File: src/sv/dins_pkg.sv
// shared types, constants and helper functions of the id number scanner
package dins_pkg;

    localparam int DEFAULT_POS_WIDTH = 32;
    localparam int OUT_POS_W         = 32;
    localparam int DIGITS_W          = 34;
    localparam int OUT_DATA_W        = 104;
    localparam int CFG_INDEX_W       = 2;
    localparam int CFG_DATA_W        = 8;

    localparam logic [7:0] CHAR_SPACE  = 8'd32;
    localparam logic [7:0] CHAR_ZERO   = 8'd48;
    localparam logic [7:0] CHAR_NINE   = 8'd57;
    localparam logic [7:0] SEP_A_RESET = 8'd45;
    localparam logic [7:0] SEP_B_RESET = 8'd32;

    localparam logic [CFG_INDEX_W-1:0] REG_MOD11_ENABLE = 2'd0;
    localparam logic [CFG_INDEX_W-1:0] REG_SEPARATOR_A  = 2'd1;
    localparam logic [CFG_INDEX_W-1:0] REG_SEPARATOR_B  = 2'd2;

    // phase names tell which digit is awaited next
    typedef enum logic [3:0] {
        PH_DAY_HI  = 4'd0,
        PH_DAY_LO  = 4'd1,
        PH_MON_HI  = 4'd2,
        PH_MON_LO  = 4'd3,
        PH_YEAR_HI = 4'd4,
        PH_YEAR_LO = 4'd5,
        PH_SER0    = 4'd6,
        PH_SER1    = 4'd7,
        PH_SER2    = 4'd8,
        PH_SER3    = 4'd9
    } phase_t;

    typedef struct packed {
        logic       mod11_enable;
        logic [7:0] separator_a;
        logic [7:0] separator_b;
    } cfg_t;

    typedef struct packed {
        logic [DIGITS_W-1:0]  id_digits;
        logic [OUT_POS_W-1:0] end_pos;
        logic [OUT_POS_W-1:0] start_pos;
    } result_t;

    // weight of the digit taken in a given phase
    function automatic logic [2:0] digit_weight(input phase_t ph);
        logic [2:0] w;
        case (ph)
            PH_DAY_HI:  w = 3'd4;
            PH_DAY_LO:  w = 3'd3;
            PH_MON_HI:  w = 3'd2;
            PH_MON_LO:  w = 3'd7;
            PH_YEAR_HI: w = 3'd6;
            PH_YEAR_LO: w = 3'd5;
            PH_SER0:    w = 3'd4;
            PH_SER1:    w = 3'd3;
            PH_SER2:    w = 3'd2;
            PH_SER3:    w = 3'd1;
            default:    w = 3'd0;
        endcase
        return w;
    endfunction

    // reduce a value below 77 modulo 11
    function automatic logic [3:0] mod11(input logic [6:0] v);
        logic [6:0] r;
        r = v;
        for (int i = 0; i < 6; i++)
        begin
            if (r >= 7'd11)
            begin
                r = r - 7'd11;
            end
        end
        return r[3:0];
    endfunction

endpackage

File: src/sv/dins_scan_core.sv
// per-byte scanning state machine with running digit value and check sum
module dins_scan_core #(
    parameter int POS_WIDTH = dins_pkg::DEFAULT_POS_WIDTH
) (
    input  logic               clk,
    input  logic               rst_n,
    input  logic               fire,
    input  logic [7:0]         char_in,
    input  logic               last_byte,
    input  dins_pkg::cfg_t     cfg,
    output logic               res_valid,
    output dins_pkg::result_t  res
);

    dins_pkg::phase_t phase_reg, phase_next;
    logic             prior_dig_reg, prior_dig_next;
    logic             gap_reg, gap_next;
    logic             feb29_reg, feb29_next;
    logic             pending_reg, pending_next;
    logic [POS_WIDTH-1:0] pos_reg, pos_next;
    logic [POS_WIDTH-1:0] start_reg, start_next;

    logic [3:0] d0_reg, d0_next;
    logic [3:0] d1_reg, d1_next;
    logic [3:0] d2_reg, d2_next;
    logic [3:0] d4_reg, d4_next;
    logic [3:0] d5_reg, d5_next;
    logic [dins_pkg::DIGITS_W-1:0] acc_reg, acc_next;
    logic [3:0] sum_reg, sum_next;
    logic       nz_reg, nz_next;

    logic       dig;
    logic [3:0] d;
    logic [7:0] d_byte;
    logic [6:0] prod;
    logic [3:0] sum_plus;
    logic [dins_pkg::DIGITS_W-1:0] acc10d;
    logic       feb, day31, long_month, leap4, year0, ser_ok;
    logic [POS_WIDTH-1:0] pos_m1;
    logic [63:0] start_wide, pos_wide, pos_m1_wide;

    always_comb
    begin
        dig        = (char_in >= dins_pkg::CHAR_ZERO) && (char_in <= dins_pkg::CHAR_NINE);
        d_byte     = char_in - dins_pkg::CHAR_ZERO;
        d          = dig ? d_byte[3:0] : 4'd0;
        prod       = 7'(d) * 7'(dins_pkg::digit_weight(phase_reg));
        sum_plus   = dins_pkg::mod11(7'(sum_reg) + prod);
        acc10d     = (acc_reg << 3) + (acc_reg << 1) + dins_pkg::DIGITS_W'(d);
        feb        = (d2_reg == 4'd0) && (d == 4'd2);
        day31      = (d0_reg == 4'd3) && (d1_reg == 4'd1);
        long_month = (d2_reg == 4'd0) ? (d inside {4'd1, 4'd3, 4'd5, 4'd7, 4'd8})
                                      : (d inside {4'd0, 4'd2});
        leap4      = d4_reg[0] ? (d5_reg inside {4'd2, 4'd6})
                               : (d5_reg inside {4'd0, 4'd4, 4'd8});
        year0      = (d4_reg == 4'd0) && (d5_reg == 4'd0);
        ser_ok     = (nz_reg || (d != 4'd0))
                     && (!cfg.mod11_enable || (sum_plus == 4'd0));
        pos_m1      = pos_reg - POS_WIDTH'(1);
        start_wide  = 64'(start_reg);
        pos_wide    = 64'(pos_reg);
        pos_m1_wide = 64'(pos_m1);

        phase_next     = phase_reg;
        prior_dig_next = prior_dig_reg;
        gap_next       = gap_reg;
        feb29_next     = feb29_reg;
        pending_next   = pending_reg;
        pos_next       = pos_reg;
        start_next     = start_reg;
        d0_next        = d0_reg;
        d1_next        = d1_reg;
        d2_next        = d2_reg;
        d4_next        = d4_reg;
        d5_next        = d5_reg;
        acc_next       = acc_reg;
        sum_next       = sum_reg;
        nz_next        = nz_reg;

        res_valid     = 1'b0;
        res.start_pos = start_wide[dins_pkg::OUT_POS_W-1:0];
        res.end_pos   = pos_m1_wide[dins_pkg::OUT_POS_W-1:0];
        res.id_digits = acc_reg;

        if (fire)
        begin
            // a finished match waits for a non-digit after it
            if (pending_reg)
            begin
                pending_next = 1'b0;
                if (!dig)
                begin
                    res_valid = 1'b1;
                end
            end

            case (phase_reg)
                dins_pkg::PH_DAY_HI:
                begin
                    if (!prior_dig_reg && dig && (d <= 4'd3))
                    begin
                        d0_next    = d;
                        start_next = pos_reg;
                        acc_next   = dins_pkg::DIGITS_W'(d);
                        sum_next   = dins_pkg::mod11(prod);
                        phase_next = dins_pkg::PH_DAY_LO;
                    end
                end
                dins_pkg::PH_DAY_LO:
                begin
                    if (dig && ((d0_reg == 4'd0) ? (d >= 4'd1)
                                : ((d0_reg == 4'd3) ? (d <= 4'd1) : 1'b1)))
                    begin
                        d1_next    = d;
                        acc_next   = acc10d;
                        sum_next   = sum_plus;
                        gap_next   = 1'b1;
                        phase_next = dins_pkg::PH_MON_HI;
                    end
                    else
                    begin
                        phase_next = dins_pkg::PH_DAY_HI;
                    end
                end
                dins_pkg::PH_MON_HI:
                begin
                    if ((char_in == dins_pkg::CHAR_SPACE) && gap_reg)
                    begin
                        gap_next = 1'b0;
                    end
                    else if (dig && (d <= 4'd1))
                    begin
                        d2_next    = d;
                        acc_next   = acc10d;
                        sum_next   = sum_plus;
                        phase_next = dins_pkg::PH_MON_LO;
                    end
                    else
                    begin
                        phase_next = dins_pkg::PH_DAY_HI;
                    end
                end
                dins_pkg::PH_MON_LO:
                begin
                    if (dig && ((d2_reg == 4'd0) ? (d >= 4'd1) : (d <= 4'd2)))
                    begin
                        acc_next   = acc10d;
                        sum_next   = sum_plus;
                        feb29_next = feb && (d0_reg == 4'd2) && (d1_reg == 4'd9);
                        if ((feb && (d0_reg == 4'd3)) || (!feb && day31 && !long_month))
                        begin
                            phase_next = dins_pkg::PH_DAY_HI;
                        end
                        else
                        begin
                            gap_next   = 1'b1;
                            phase_next = dins_pkg::PH_YEAR_HI;
                        end
                    end
                    else
                    begin
                        phase_next = dins_pkg::PH_DAY_HI;
                    end
                end
                dins_pkg::PH_YEAR_HI:
                begin
                    if ((char_in == dins_pkg::CHAR_SPACE) && gap_reg)
                    begin
                        gap_next = 1'b0;
                    end
                    else if (dig)
                    begin
                        d4_next    = d;
                        acc_next   = acc10d;
                        sum_next   = sum_plus;
                        phase_next = dins_pkg::PH_YEAR_LO;
                    end
                    else
                    begin
                        phase_next = dins_pkg::PH_DAY_HI;
                    end
                end
                dins_pkg::PH_YEAR_LO:
                begin
                    if (dig)
                    begin
                        d5_next    = d;
                        acc_next   = acc10d;
                        sum_next   = sum_plus;
                        gap_next   = 1'b1;
                        phase_next = dins_pkg::PH_SER0;
                    end
                    else
                    begin
                        phase_next = dins_pkg::PH_DAY_HI;
                    end
                end
                dins_pkg::PH_SER0:
                begin
                    if (gap_reg && ((char_in == cfg.separator_a)
                                    || (char_in == cfg.separator_b)))
                    begin
                        gap_next = 1'b0;
                    end
                    else if (dig)
                    begin
                        acc_next = acc10d;
                        sum_next = sum_plus;
                        nz_next  = (d != 4'd0);
                        // 29 february needs a leap year, century digit decides year 00
                        if (feb29_reg && (!leap4 || (year0 && (d < 4'd4))))
                        begin
                            phase_next = dins_pkg::PH_DAY_HI;
                        end
                        else
                        begin
                            phase_next = dins_pkg::PH_SER1;
                        end
                    end
                    else
                    begin
                        phase_next = dins_pkg::PH_DAY_HI;
                    end
                end
                dins_pkg::PH_SER1, dins_pkg::PH_SER2:
                begin
                    if (dig)
                    begin
                        acc_next   = acc10d;
                        sum_next   = sum_plus;
                        nz_next    = nz_reg || (d != 4'd0);
                        phase_next = (phase_reg == dins_pkg::PH_SER1) ? dins_pkg::PH_SER2
                                                                      : dins_pkg::PH_SER3;
                    end
                    else
                    begin
                        phase_next = dins_pkg::PH_DAY_HI;
                    end
                end
                dins_pkg::PH_SER3:
                begin
                    phase_next = dins_pkg::PH_DAY_HI;
                    if (dig && ser_ok)
                    begin
                        acc_next = acc10d;
                        if (last_byte)
                        begin
                            res_valid     = 1'b1;
                            res.end_pos   = pos_wide[dins_pkg::OUT_POS_W-1:0];
                            res.id_digits = acc10d;
                        end
                        else
                        begin
                            pending_next = 1'b1;
                        end
                    end
                end
                default:
                begin
                    phase_next = dins_pkg::PH_DAY_HI;
                end
            endcase

            prior_dig_next = dig;
            pos_next       = pos_reg + POS_WIDTH'(1);

            if (last_byte)
            begin
                phase_next     = dins_pkg::PH_DAY_HI;
                prior_dig_next = 1'b0;
                gap_next       = 1'b0;
                feb29_next     = 1'b0;
                pending_next   = 1'b0;
                pos_next       = '0;
                start_next     = '0;
            end
        end
    end

    always_ff @(posedge clk or negedge rst_n)
    begin
        if (!rst_n)
        begin
            phase_reg     <= dins_pkg::PH_DAY_HI;
            prior_dig_reg <= 1'b0;
            gap_reg       <= 1'b0;
            feb29_reg     <= 1'b0;
            pending_reg   <= 1'b0;
            pos_reg       <= '0;
            start_reg     <= '0;
        end
        else
        begin
            phase_reg     <= phase_next;
            prior_dig_reg <= prior_dig_next;
            gap_reg       <= gap_next;
            feb29_reg     <= feb29_next;
            pending_reg   <= pending_next;
            pos_reg       <= pos_next;
            start_reg     <= start_next;
        end
    end

    always_ff @(posedge clk)
    begin
        d0_reg  <= d0_next;
        d1_reg  <= d1_next;
        d2_reg  <= d2_next;
        d4_reg  <= d4_next;
        d5_reg  <= d5_next;
        acc_reg <= acc_next;
        sum_reg <= sum_next;
        nz_reg  <= nz_next;
    end

endmodule

File: src/sv/dins_out_reg.sv
// result register that parts the input side from the output handshake
module dins_out_reg (
    input  logic                          clk,
    input  logic                          rst_n,
    input  logic                          load,
    input  dins_pkg::result_t             load_data,
    input  logic                          ready,
    output logic                          can_load,
    output logic                          valid,
    output logic [dins_pkg::OUT_DATA_W-1:0] data
);

    logic              valid_reg, valid_next;
    dins_pkg::result_t data_reg;

    assign can_load = !valid_reg || ready;
    assign valid    = valid_reg;
    assign data     = dins_pkg::OUT_DATA_W'(data_reg);

    always_comb
    begin
        valid_next = valid_reg;
        if (load)
        begin
            valid_next = 1'b1;
        end
        else if (ready)
        begin
            valid_next = 1'b0;
        end
    end

    always_ff @(posedge clk or negedge rst_n)
    begin
        if (!rst_n)
        begin
            valid_reg <= 1'b0;
        end
        else
        begin
            valid_reg <= valid_next;
        end
    end

    always_ff @(posedge clk)
    begin
        if (load)
        begin
            data_reg <= load_data;
        end
    end

endmodule

File: src/sv/danish_id_number_scanner.sv
// Scans a byte stream for ten-digit personal id numbers (DDMMYY-SSSS) and
// reports each match with its start position, end position and digits. The
// block takes one byte per clock while s_tready is high: every accepted word
// is handled by the scanning state machine, and a match lands in the result
// register in the cycle after the byte that completes it. A match is complete
// on the byte after its last digit (when that byte is a non-digit) or on its
// last digit itself when that byte carries tlast. s_tready is low only while
// the result register holds a word that the sink does not take in the same
// cycle. Positions count every byte of the text from zero, wrap at
// POS_WIDTH bits and restart after each tlast; the output carries their low
// 32 bits. Configuration writes go straight to the registers and should be
// made while no text is in flight.
module danish_id_number_scanner #(
    parameter int POS_WIDTH = dins_pkg::DEFAULT_POS_WIDTH
) (
    input  logic                                clk,
    input  logic                                rst_n,
    // input words
    input  logic                                s_tvalid,
    output logic                                s_tready,
    input  logic [7:0]                          s_tdata,   // [7:0] char_in
    input  logic                                s_tlast,   // last_byte
    // result words
    output logic                                m_tvalid,
    input  logic                                m_tready,
    // [31:0] start_pos, [63:32] end_pos, [97:64] id_digits, rest zero
    output logic [dins_pkg::OUT_DATA_W-1:0]     m_tdata,
    // configuration writes
    input  logic                                cfg_we,
    input  logic [dins_pkg::CFG_INDEX_W-1:0]    cfg_index,
    input  logic [dins_pkg::CFG_DATA_W-1:0]     cfg_data
);

    dins_pkg::cfg_t    cfg_reg;
    dins_pkg::result_t res;
    logic              res_valid;
    logic              fire;
    logic              can_load;

    // one byte enters whenever the result register has room
    assign s_tready = can_load;
    assign fire     = s_tvalid && s_tready;

    // configuration registers, writes outside the list are ignored
    always_ff @(posedge clk or negedge rst_n)
    begin
        if (!rst_n)
        begin
            cfg_reg.mod11_enable <= 1'b1;
            cfg_reg.separator_a  <= dins_pkg::SEP_A_RESET;
            cfg_reg.separator_b  <= dins_pkg::SEP_B_RESET;
        end
        else if (cfg_we)
        begin
            case (cfg_index)
                dins_pkg::REG_MOD11_ENABLE: cfg_reg.mod11_enable <= cfg_data[0];
                dins_pkg::REG_SEPARATOR_A:  cfg_reg.separator_a  <= cfg_data;
                dins_pkg::REG_SEPARATOR_B:  cfg_reg.separator_b  <= cfg_data;
                default:
                begin
                end
            endcase
        end
    end

    // scanning state machine, one byte per accepted word
    dins_scan_core #(
        .POS_WIDTH (POS_WIDTH)
    ) u_core (
        .clk       (clk),
        .rst_n     (rst_n),
        .fire      (fire),
        .char_in   (s_tdata),
        .last_byte (s_tlast),
        .cfg       (cfg_reg),
        .res_valid (res_valid),
        .res       (res)
    );

    // result register toward the sink
    dins_out_reg u_out (
        .clk       (clk),
        .rst_n     (rst_n),
        .load      (fire && res_valid),
        .load_data (res),
        .ready     (m_tready),
        .can_load  (can_load),
        .valid     (m_tvalid),
        .data      (m_tdata)
    );

endmodule

File: config.mk
export PLATFORM = sky130hd
export DESIGN_NAME = danish_id_number_scanner
export DESIGN_NICKNAME = d
export VERILOG_FILES = /design/src/sv/dins_pkg.sv /design/src/sv/dins_scan_core.sv /design/src/sv/dins_out_reg.sv /design/src/sv/danish_id_number_scanner.sv
export SDC_FILE = /design/constraint.sdc
export NUM_CORES = 1
export LEC_CHECK = 0
export BUFFER_PORTS_ARGS = -buffer_cell sky130_fd_sc_hd__buf_2
export CORE_MARGIN = 1
export CORE_UTILIZATION = 51
export CTS_CLUSTER_DIAMETER = 50
export DETAILED_ROUTE_END_ITERATION = 10
export PLACE_DENSITY_LB_ADDON = 0.15
export SYNTH_ARGS = -nofsm -noshare
export SYNTH_HDL_FRONTEND = slang
export SYNTH_HIERARCHICAL = 1
export SYNTH_SLANG_ARGS = --single-unit
File: constraint.sdc
create_clock -name clk -period 25.8 [get_ports clk]
set_clock_uncertainty 0.05 [all_clocks]
set_input_delay 5.16 -clock clk [delete_from_list [all_inputs] [get_ports clk]]
set_output_delay 5.16 -clock clk [all_outputs]
set_load 0.01 [all_outputs]
== Word level (Yosys, flattened, before mapping) ==
Memory sizes are Yosys's and may differ from the RTL's.
Cells that the tools add are included.

* Output and inout bits: 106
* Bits in read-only memories: 48
* Word-level logic and storage cells: 287
* Register bits after elaboration: 247
* Bits of input ports: 24
* Memories kept: 1

* $add $sub $neg: 18
* Multiply operators: 1
* Reduce and logical (&&, ||, !) cells: 74
* Order comparisons: 19
* Bitwise gates (word level): 1
* Multiplexer cells: 103
* Equal/unequal tests: 48

{| class="wikitable"
|+ Memories
! memory !! depth !! bits a word !! rd ports !! clocked after memory_dff !! wr ports !! line !! RTL
|-
| (no name shown) || 16 || 3 || 1 || 0 || 0 || dins_pkg.sv:50 || <nowiki>case (ph)</nowiki>
|}

{| class="wikitable"
|+ Operators by type and width
! kind !! number
|-
| $mux W34 || 9
|-
| $pmux W34 S8 || 1
|-
| $mux W66 || 4
|-
| $mux W7 || 25
|-
| $mux W32 || 4
|-
| $ge A7 B4 Y1 const B || 12
|-
| $sub A7 B4 Y7 const B || 10
|-
| $mux W4 || 17
|-
| $add A34 B34 Y34 || 1
|-
| $add A34 B4 Y34 || 1
|-
| $add A32 B1 Y32 const B || 1
|-
| $eq A4 B3 Y1 const B || 8
|-
| $pmux W4 S8 || 1
|-
| $sub A32 B1 Y32 const B || 1
|-
| $mux W1 || 31
|-
| $eq A4 B2 Y1 const B || 7
|-
| $logic_not A4 Y1 || 7
|-
| $pmux W4 S7 || 1
|-
| $logic_and A1 B1 Y1 || 22
|-
| $eq A4 B4 Y1 const B || 5
|-
| $mux W3 || 6
|-
| $eq A8 B8 Y1 || 2
|-
| $reduce_bool A2 Y1 || 8
|-
| $ne A3 B2 Y1 const B || 5
|-
| 40 further kinds || 75
|}

== Depth between registers and ports, before layout ==
Gate-level depths: netlist (run 1).

* Word-level depth: 33
* Gate-level depth with buffers: 59
* Mapped depth without buffers: 57

== Hierarchy ==
The synthesis (run 1) kept the hierarchy.

{| class="wikitable"
|+ Modules (own cells, without submodules)
! module !! cells each !! area each (um^2) !! sequential area each (um^2) !! times used
|-
| dins_scan_core || 1,462 || 12,764.7 || 3,573.4 || 1
|-
| dins_out_reg || 108 || 3,039.2 || 2,967.8 || 1
|-
| danish_id_number_scanner || 39 || 684.4 || 432.9 || 1
|}

== Least setup slack after synthesis (run 1) ==
OpenSTA, ideal clock, no wires.

* Kind: input to register
* Start: input port s_tdata[2]
* End: register u_out.valid_reg (netlist: u_out/valid)
* Required time: 25.670 ns
* Arrival time: 18.851 ns
* Setup time: 0.080 ns
* Slack: 6.819 ns
* Stages on the path: 55
* Path buffers: 4
* Cells stage by stage: clkbuf_1 o21a_1 nor2_1 clkbuf_1 nand2_1 nor2_1 fa_1 ha_1 fa_1 ha_1 nor3b_2 or2_1 clkbuf_1 a2bb2oi_1 nand3_1 xnor2_1 inv_1 ha_1 [... 19 more ...] nor2_1 mux2_2 ha_1 nand2b_1 nand3_1 xnor2_2 ha_1 inv_1 nand2_1 o22ai_1 a221o_1 o32ai_1 a31oi_2 nor3_4 buf_4 a31o_2 and3_1 nand2b_2

* Word-level cells in the longest chain between the ends: 26
* Elaborated cells on any way between the ends: 40
* Those cells by class: 8 x add/sub; 1 x mul; 8 x order compare; 14 x mux; 9 x reduce/logical

{| class="wikitable"
|+ Ends and longest elaborated chain
! element !! line !! RTL
|-
| from (decl) || danish_id_number_scanner.sv:21 || <nowiki>input logic [7:0] s_tdata,</nowiki>
|-
| $ge A8 B6 Y1 or $le A8 B6 Y1 (tied branches) || dins_scan_core.sv:44 || <nowiki>dig = (char_in >= dins_pkg::CHAR_ZERO) && (char_in <= dins_pkg::CHAR_NINE);</nowiki>
|-
| $logic_and A1 B1 Y1 || dins_scan_core.sv:44 ||
|-
| $mux W4 || dins_scan_core.sv:46 || <nowiki>d = dig ? d_byte[3:0] : 4'd0;</nowiki>
|-
| $mul A4 B3 Y7 || dins_scan_core.sv:47 || <nowiki>prod = 7'(d) * 7'(dins_pkg::digit_weight(phase_reg));</nowiki>
|-
| $add A4 B7 Y7 || dins_scan_core.sv:48 || <nowiki>sum_plus = dins_pkg::mod11(7'(sum_reg) + prod);</nowiki>
|-
| $sub A7 B4 Y7 or $ge A7 B4 Y1 (tied branches) || dins_pkg.sv:74, dins_pkg.sv:72 ||
|-
| $mux W7 || dins_pkg.sv:72 || <nowiki>if (r >= 7'd11)</nowiki>
|-
| $sub A7 B4 Y7 or $ge A7 B4 Y1 (tied branches) || dins_pkg.sv:74, dins_pkg.sv:72 ||
|-
| [... 11 more ...] || n/a ||
|-
| $logic_and A1 B1 Y1 || dins_scan_core.sv:58 || <nowiki>&& (!cfg.mod11_enable || (sum_plus == 4'd0));</nowiki>
|-
| $logic_and A1 B1 Y1 || dins_scan_core.sv:243 || <nowiki>if (dig && ser_ok)</nowiki>
|-
| $mux W1 || dins_scan_core.sv:243 ||
|-
| $mux W1 (*) || dins_scan_core.sv:97 || <nowiki>case (phase_reg)</nowiki>
|-
| $mux W1 (*) || dins_scan_core.sv:85 || <nowiki>if (fire)</nowiki>
|-
| named net res_valid || danish_id_number_scanner.sv:36 || <nowiki>logic res_valid;</nowiki>
|-
| $logic_and A1 B1 Y1 (*) || danish_id_number_scanner.sv:84 || <nowiki>.load (fire && res_valid),</nowiki>
|-
| $mux W1 or $reduce_bool A2 Y1 (tied branches) || n/a ||
|-
| to (signal assigned) || dins_out_reg.sv:41 || <nowiki>valid_reg <= valid_next;</nowiki>
|-
| to (decl) || dins_out_reg.sv:13 || <nowiki>logic valid_reg, valid_next;</nowiki>
|}

Mark *: on every way through the listed nets, which the timed path passes. The rest lies on a longest branch.
A chain may end at the register's enable or synchronous reset.

== Final worst setup path (run 1) ==
* Start: input port s_tdata[6]
* End: register u_out.data_reg (netlist bit u_out/data[54]) (enable)

* Word-level cells in the longest chain between the ends: 25
* Elaborated cells on any way between the ends: 37
* Those cells by class: 7 x add/sub; 1 x mul; 8 x order compare; 13 x mux; 8 x reduce/logical

{| class="wikitable"
|+ Ends and longest elaborated chain
! element !! line !! RTL
|-
| $ge A8 B6 Y1 or $le A8 B6 Y1 (tied branches) || dins_scan_core.sv:44 ||
|-
| $logic_and A1 B1 Y1 (*) || dins_scan_core.sv:44 ||
|-
| $mux W4 || dins_scan_core.sv:46 ||
|-
| $mul A4 B3 Y7 || dins_scan_core.sv:47 ||
|-
| $add A4 B7 Y7 || dins_scan_core.sv:48 ||
|-
| $sub A7 B4 Y7 or $ge A7 B4 Y1 (tied branches) || dins_pkg.sv:74, dins_pkg.sv:72 ||
|-
| $mux W7 || dins_pkg.sv:72 ||
|-
| $sub A7 B4 Y7 or $ge A7 B4 Y1 (tied branches) || dins_pkg.sv:74, dins_pkg.sv:72 ||
|-
| [... 10 more ...] || n/a ||
|-
| $logic_or A1 B1 Y1 || dins_scan_core.sv:58 ||
|-
| $logic_and A1 B1 Y1 || dins_scan_core.sv:58 ||
|-
| $logic_and A1 B1 Y1 || dins_scan_core.sv:243 ||
|-
| $mux W1 || dins_scan_core.sv:243 ||
|-
| $mux W1 (*) || dins_scan_core.sv:97 ||
|-
| $mux W1 (*) || dins_scan_core.sv:85 ||
|-
| named net res_valid || danish_id_number_scanner.sv:36 ||
|-
| $logic_and A1 B1 Y1 (*) || danish_id_number_scanner.sv:84 ||
|-
| to (signal assigned) || dins_out_reg.sv:49 || <nowiki>data_reg <= load_data;</nowiki>
|-
| to (decl) || dins_out_reg.sv:14 || <nowiki>dins_pkg::result_t data_reg;</nowiki>
|}

Marked as above.

==> summary.md, run 1 <==
| Metric | Value |
|---|---|
| Ant. Diodes | `0` |
| CP Data Required Time | `25.90 ns` |
| Largest register FFs | `98` |
| RR Startpoint | `u_core/phase_reg[0]` |
| CP Launch Type | `input port` |
| Unrepaired setup endpoints after global routing | `no` |
| Via count | `12900` |
| Fmax | `50.6 MHz` |
| CTS buffer count | `27` |
| Reg2reg setup slack | `10.58 ns` |
| Drt total wl | `38000 um` |
| HP Start | `u_core/start_reg[19]` |
| CP Depth | `55` |
| Fin. max-slew vios | `0` |
| VDD IR max | `0.0620 mV` |
| Final Critical Period | `19.74 ns` |
| Final worst-path cycle share | `76.5%` |
| Post-synth cell types | `99` |
| Slowest cell delay on critical path | `0.79 ns` |
| Worst hold path class | `register to register` |
| Post-Syn Area per Cell | `10.2 um^2` |
| Seq/Total Area, Yosys | `42.3%` |
| Clock Path Buffers | `3` |
| Setup bufs post-CTS | `0` |
| Final Power | `0.00144 W` |
| GR Util met1 | `30.9%` |
| Initial antenna violation count | `0` |
| Critical path capture point type | `register` |
| # IOs | `130` |
| Arr. time, crit path | `19.84 ns` |
| Htree depth | `1` |
| Die Span Y | `182 um` |
| Die area | `33100 um^2` |
| PortBufs | `123` |
| CP Max Fanout | `75` |
| Dpl ws | `5.70 ns` |
| Async set-reset flop share out of synthesis | `36.4%` |
| CTS tree | `built` |
| Initial DRC count | `1071` |
| Global placement routability congestion | `0.902` |
| Slowest cell on the critical path | `buf_4` |
| Detailed Routing Iterations Pass 1 | `6` |
| Gr ovfl total | `0` |
| Hold Vio Cnt, Final | `0` |
| Hold Path Stages | `0` |
| Finished Cell Area | `18300 um^2` |
| Worst r2r dst | `u_out/data[54]` |
| Detail Route Antenna Nets | `0` |
| Cells on worst reg2reg path | `55` |
| Hold endpoint | `u_out/data[19]` |
| Final setup margin | `6.06 ns` |
| Via-to-Cell Ratio | `6.05` |
| Dpl hpwl | `27500 um` |
| Mapped Area | `16500 um^2` |
| Max_cap viols | `0` |
| Clock sinks | `247` |
| Critical path class | `input port to register` |
| Post-DP Area | `17400 um^2` |
| Cts-stage hold buffer count | `0` |
| Initial Util | `52.0%` |
| Core area | `31700 um^2` |
| Main synth FF type | `edfxtp_1` |
| Clk Latency, worst-skew pair | `0.53 ns` |
| Vias in the first global route | `12300` |
| Area growth from synthesis to layout | `11.0%` |
| Syn Inst Count | `1609` |
| Rows | `65` |
| Worst path top cell family by delay | `simple AND/OR/NAND/NOR gates` |
| Slew headroom | `34.9%` |
| Met2 GRT Util | `39.3%` |
| DRC violations left | `0` |
| First-pass GRT wire length | `62600 um` |
| Final setup TNS | `0 ns` |
| Clock root buffer master | `clkbuf_16` |
| Synth Warn # | `6` |
| Status | `complete, no violations` |
| Share of cells above drive strength 1 | `16.3%` |
| Worst Path Buf+Inv | `7` |
| Die W | `182 um` |
| Final setup vio count | `0` |
| LEAKAGE | `7.77 nW` |
| DR WL/cell | `17.8 um` |
| Nets | `1827` |
| Clock-pin slew on the worst setup and hold paths | `0.06 ns` |
| Largest net degree at the start of global routing | `76` |
| Yosys reg bits | `247` |
| Tightest Pin Transition | `0.977 ns` |
| GR Util met3 | `2.49%` |
| Post-synth EDFFs | `157` |
| Gates resized, CTS repair | `0` |
| Power Dens Cells | `78.6 nW/um^2` |
| Top Usage Layer GRT | `met2` |
| Total track usage | `22.8%` |
## Yosys cell counts, types with 27 or more instances
cell | instances | area, um^2
nor3_1 | 43 | 215
mux2_1 | 27 | 304
nand2_1 | 90 | 338
a21oi_1 | 82 | 410
o21ai_0 | 70 | 350
clkbuf_1 | 44 | 165
inv_1 | 54 | 203
nor2_1 | 129 | 484
xor2_1 | 55 | 482
and2_1 | 45 | 282
dfrtp_1 | 84 | 2100
nand3_1 | 52 | 260
edfxtp_1 | 157 | 4710
ha_1 | 92 | 1150
xnor2_1 | 71 | 622
mux2_2 | 35 | 394
a22o_1 | 35 | 307
## kinds of logic after synthesis
logic type      share of synthesized area, %
buf+inv                                 3.26
other cells                           0.0227
fa+ha+maj                               7.71
compound gates                          17.7
xor+xnor                                7.45
flops                                   42.3
mux                                     4.96
simple gates                            16.6
## where the power goes
part,switching (W),total (W),internal (W)
Sequential,0.0000115,0.000454,0.000443
Clock,0.000154,0.000384,0.000230
Combinational,0.000365,0.000599,0.000235
## through the flow
stage,hold slack [ns],utilization [%],cells
global route,0.411,57.7,2127
detailed placement,0.382,54.9,2078
floorplan,0.369,-,1614
finish,0.400,57.7,2127
global placement,0.376,54.9,2078
CTS,0.400,57.7,2127
## cell type report
type / count / area (um^2)
fill: 2703 / 13400
multi-input combinational: 1241 / 9030
sequential: 247 / 6970
clock buffer: 36 / 729
timing repair buffer: 133 / 693
tap: 402 / 503
inverter: 55 / 206
clock inverter: 13 / 159
## cells in the final DEF, fill, tap and decap left out, types with 8 or more instances in the layout
cell,instances
nor4_2,9
xnor2_1,71
buf_2,122
or4_1,10
nor4_1,17
xor2_1,55
ha_1,92
nand3_1,52
dfrtp_1,84
nor2_1,127
clkbuf_16,27
o21ai_0,69
o211ai_1,20
and2_1,45
mux2_1,27
a22oi_1,8
a31oi_1,17
nor3_1,43
o31ai_1,12
or2_2,16
a21o_1,20
edfxtp_1,157
o211a_1,8
mux2_2,35
mux2i_1,12
nand2b_1,9
inv_1,54
buf_4,11
a21oi_1,81
o21a_1,10
nand2_1,90
o21bai_1,13
nor2b_1,11
a22o_1,35
nand4_1,16
or3_1,22
a211oi_1,12
and3_1,19
## layer usage
metal / vias up / wire length (um)
met1: 6163 / 17100
met4: 0 / 658
met2: 406 / 18300
li1: 6242 / -
met3: 57 / 1820
met5: - / 0
## worst max-delay path by stage
stage,startpoint,endpoint,slack (ns)
after detailed placement,s_tdata[6],u_out/data[20],5.70
after floorplan,s_tdata[2],u_out/valid,6.82
after global placement,s_tdata[6],u_out/data[15],6.26
after global routing,s_tdata[6],u_out/data[2],4.88
final,s_tdata[6],u_out/data[54],6.06
after CTS,s_tdata[6],u_out/data[26],6.22
(Power assumes the default switching activity.)
==> run 2: changes to the inputs <==
--- a/config.mk
+++ b/config.mk
@@ -5,6 +5,7 @@
 export SDC_FILE = /design/constraint.sdc
 export NUM_CORES = 1
 export LEC_CHECK = 0
+export ABC_AREA = 1
 export BUFFER_PORTS_ARGS = -buffer_cell sky130_fd_sc_hd__buf_2
 export CORE_MARGIN = 1
 export CORE_UTILIZATION = 51
==> constraint.sdc (replaced) <==
create_clock -name clk -period 19.5 [get_ports clk]
set_clock_uncertainty 0.05 [all_clocks]
set_input_delay 3.9 -clock clk [delete_from_list [all_inputs] [get_ports clk]]
set_output_delay 3.9 -clock clk [all_outputs]
set_load 0.01 [all_outputs]
==> summary.md, run 2 <==
| Metric | Value |
|---|---|
| Status | `complete, no violations (unchanged)` |
| Commonest cells in the netlist | `nand2_1, inv_1, nor2_1, edfxtp_1, nand3_1 (was edfxtp_1, nor2_1, ha_1, nand2_1, dfrtp_1)` |
| CP Launch Type | `input port (unchanged)` |
| Clock root buffer master | `clkbuf_16 (unchanged)` |
| Most common cell after layout, fill and taps aside | `nand2_1 (was edfxtp_1)` |
| Core area | `30600 um^2 (was 31700 um^2)` |
| First-pass GRT wire length | `60600 um (was 62600 um)` |
| Setup bufs post-CTS | `0 (unchanged)` |
| PortBufs | `123 (unchanged)` |
| Max_cap viols | `0 (unchanged)` |
| Clock sinks | `247 (unchanged)` |
| Drt total wl | `36800 um (was 38000 um)` |
| Global placement routability congestion | `0.916 (was 0.902)` |
| Arr. time, crit path | `14.77 ns (was 19.84 ns)` |
| Post-synth EDFFs | `157 (unchanged)` |
| Most frequent cells in the layout | `nand2_1, inv_1, nor2_1, edfxtp_1, nand3_1 (was edfxtp_1, nor2_1, buf_2, ha_1, nand2_1)` |
| Filler cell count | `2780 (was 2703)` |
| Count leader, synth | `nand2_1 (was edfxtp_1)` |
| Final hold slack | `0.400 ns (about the same)` |
| Final worst-path cycle share | `75.2%` |
| Yosys reg bits | `247 (unchanged)` |
| Syn Inst Count | `1897 (was 1609)` |
| Clk Latency, worst-skew pair | `0.53 ns (about the same)` |
| Via-to-Cell Ratio | `5.35 (was 6.05)` |
| Htree depth | `1 (unchanged)` |
| Largest net degree at the start of global routing | `83 (was 76)` |
| Synth top area share | `29.7% (was 28.6%)` |
| Gr ovfl total | `0 (unchanged)` |
| Worst path most repeated cell | `nand2_1` |
| Dpl hpwl | `26700 um (was 27500 um)` |
| Via count | `13100 (was 12900)` |
| Area growth from synthesis to layout | `12.5% (was 11.0%)` |
| Tightest Pin Transition | `1.19 ns (was 0.977 ns)` |
| Mux cell area share after synthesis | `0.0710% (was 4.96%)` |
| Detailed Routing Iterations Pass 1 | `5 (was 6)` |
| Main synth FF type | `edfxtp_1 (unchanged)` |
| Clock-pin slew on the worst setup and hold paths | `0.06 ns (about the same)` |
| Slew headroom | `20.7% (was 34.9%)` |
| Dpl ws | `4.33 ns (was 5.70 ns)` |
| Total track usage | `23.6% (was 22.8%)` |
| Slowest cell delay on critical path | `0.87 ns (was 0.79 ns)` |
| Share of cells above drive strength 1 | `14.5% (was 16.3%)` |
| Cts-stage hold buffer count | `0 (unchanged)` |
| Simple-Gate Fraction of Synth Area | `25.9% (was 16.6%)` |
| Hold Vio Cnt, Final | `0 (unchanged)` |
| Synth Warn # | `6 (unchanged)` |
| Critical path class | `input port to register (unchanged)` |
| Final setup TNS | `0 ns (unchanged)` |
| Gates resized, CTS repair | `0 (unchanged)` |
| Worst hold path class | `register to register (unchanged)` |
| Initial Util | `51.9% (was 52.0%)` |
| Post-synth cell types | `57 (was 99)` |
| Die Span Y | `178 um (was 182 um)` |
| Rows | `64 (was 65)` |
| Nets | `2144 (was 1827)` |
| Worst path top cell family by delay | `simple AND/OR/NAND/NOR gates (unchanged)` |
| CTS buffer count | `29 (was 27)` |
| Critical path capture point type | `register (unchanged)` |
| XOR/XNOR Fraction of Synth Area | `4.73% (was 7.45%)` |
| Worst Path Buf+Inv | `5 (was 7)` |
| Final Util | `58.3% (was 57.7%)` |
| Largest register FFs | `98 (unchanged)` |
| Die area | `31800 um^2 (was 33100 um^2)` |
| Final Critical Period | `14.67 ns` |
| Die W | `178 um (was 182 um)` |
| Synth Area in Compound Gates | `8.87% (was 17.7%)` |
| Post-Syn Area per Cell | `8.36 um^2 (was 10.2 um^2)` |
| Fin. max-slew vios | `0 (unchanged)` |
| Vias in the first global route | `12400 (was 12300)` |
| CP Data Required Time | `19.60 ns (was 25.90 ns)` |
| Synthesized-area fraction occupied by adder cells | `8.01% (was 7.71%)` |
| Initial DRC count | `995 (was 1071)` |
| Synth area leaders | `edfxtp_1, dfrtp_1, nand2_1, ha_1, inv_1 (was edfxtp_1, dfrtp_1, ha_1, xnor2_1, nor2_1)` |
| Clock Path Buffers | `3 (unchanged)` |
| Final setup vio count | `0 (unchanged)` |
| Async set-reset flop share out of synthesis | `36.4% (unchanged)` |
| Combinational family with the most area after synthesis | `simple AND/OR/NAND/NOR gates (was compound AO/OA/AOI/OAI gates)` |
| # IOs | `130 (unchanged)` |
| Unrepaired setup endpoints after global routing | `no (unchanged)` |
| CP Max Fanout | `59 (was 75)` |
| Detail Route Antenna Nets | `0 (unchanged)` |
| CTS tree | `built (unchanged)` |
| DRC violations left | `0 (unchanged)` |
| Slowest cell on the critical path | `nor2_4 (was buf_4)` |
| Initial antenna violation count | `0 (unchanged)` |
| Ant. Diodes | `0 (unchanged)` |
| Largest area contributor in the netlist | `edfxtp_1 (unchanged)` |
| Fmax | `68.2 MHz` |
| DR WL/cell | `15.1 um (was 17.8 um)` |
| Mapped Area | `15900 um^2 (was 16500 um^2)` |
| Final setup margin | `4.83 ns (was 6.06 ns)` |
| Seq/Total Area, Yosys | `44.0% (was 42.3%)` |
[run 2: changes by cell type in the layout (fill, tap and decap cells not counted), moves of 29 or more]
| cell | before | now |
|---|---|---|
| a22o_1 | 35 | 0 |
| and2_1 | 45 | 2 |
| inv_1 | 54 | 274 |
| mux2_2 | 35 | 1 |
| nand2_1 | 90 | 418 |
| nand2_2 | 0 | 29 |
| nand3_1 | 52 | 128 |
| nand4_1 | 16 | 52 |
| nor2_1 | 127 | 167 |
| xnor2_1 | 71 | 33 |
[run 2: per-stage QoR]
stage          std cells  cell area (um^2)
3_5_place_dp        2387             16800
6_report            2440             17800
3_3_place_gp        2387             16800
4_1_cts             2440             17800
5_1_grt             2440             17800
2_1_floorplan       1902             15900
[run 2: layer usage]
metal / track usage (%) / share of wire [%] / up-vias
met4: 8.97 / 3.5 / 0
met1: 32.2 / 46 / 6099
li1: - / - / 6550
met2: 38.1 / 46 / 329
met5: 0 / 0 / -
met3: 3.01 / 4.8 / 84
[run 2: area by class of cell]
cell class                 count  area (um^2)  area share, %
clock buffer                  35          768           4.31
timing repair buffer         130          671           3.76
sequential                   247         6970           39.1
multi-input combinational   1325         7600           42.6
clock inverter                18          253           1.42
inverter                     289         1080           6.08
tap                          396          495           2.78
[run 2: cell families after synthesis]
kind of cell,after synthesis
other,1
multiplexers,1
flip-flops,247
AO/OA/AOI/OAI,236
XOR/XNOR,84
AND/OR/NAND/NOR,900
adder cells (fa/ha/maj),98
buffers and inverters,330
[run 2: final timing paths]
| check | start | to | slack (ns) | depth (start not counted) |
|---|---|---|---|---|
| max in group asynchronous | rst_n | u_core/start_reg[9] | 14.93 | 2 |
| max reg2reg | u_core/phase_reg[0] | u_out/data[29] | 8.18 | 62 |
| min reg2reg | u_core/start_reg[7] | u_out/data[7] | 0.40 | 0 |
| min in group asynchronous | rst_n | cfg_reg[6] | 3.20 | 1 |
| max | s_tdata[4] | u_out/data[29] | 4.83 | 64 |
| min | u_core/start_reg[7] | u_out/data[7] | 0.40 | 0 |
Power of run 2 is left out: the tool's default activity adds up to more than one toggle a clock period on the data nets, which glitch-free logic cannot reach.
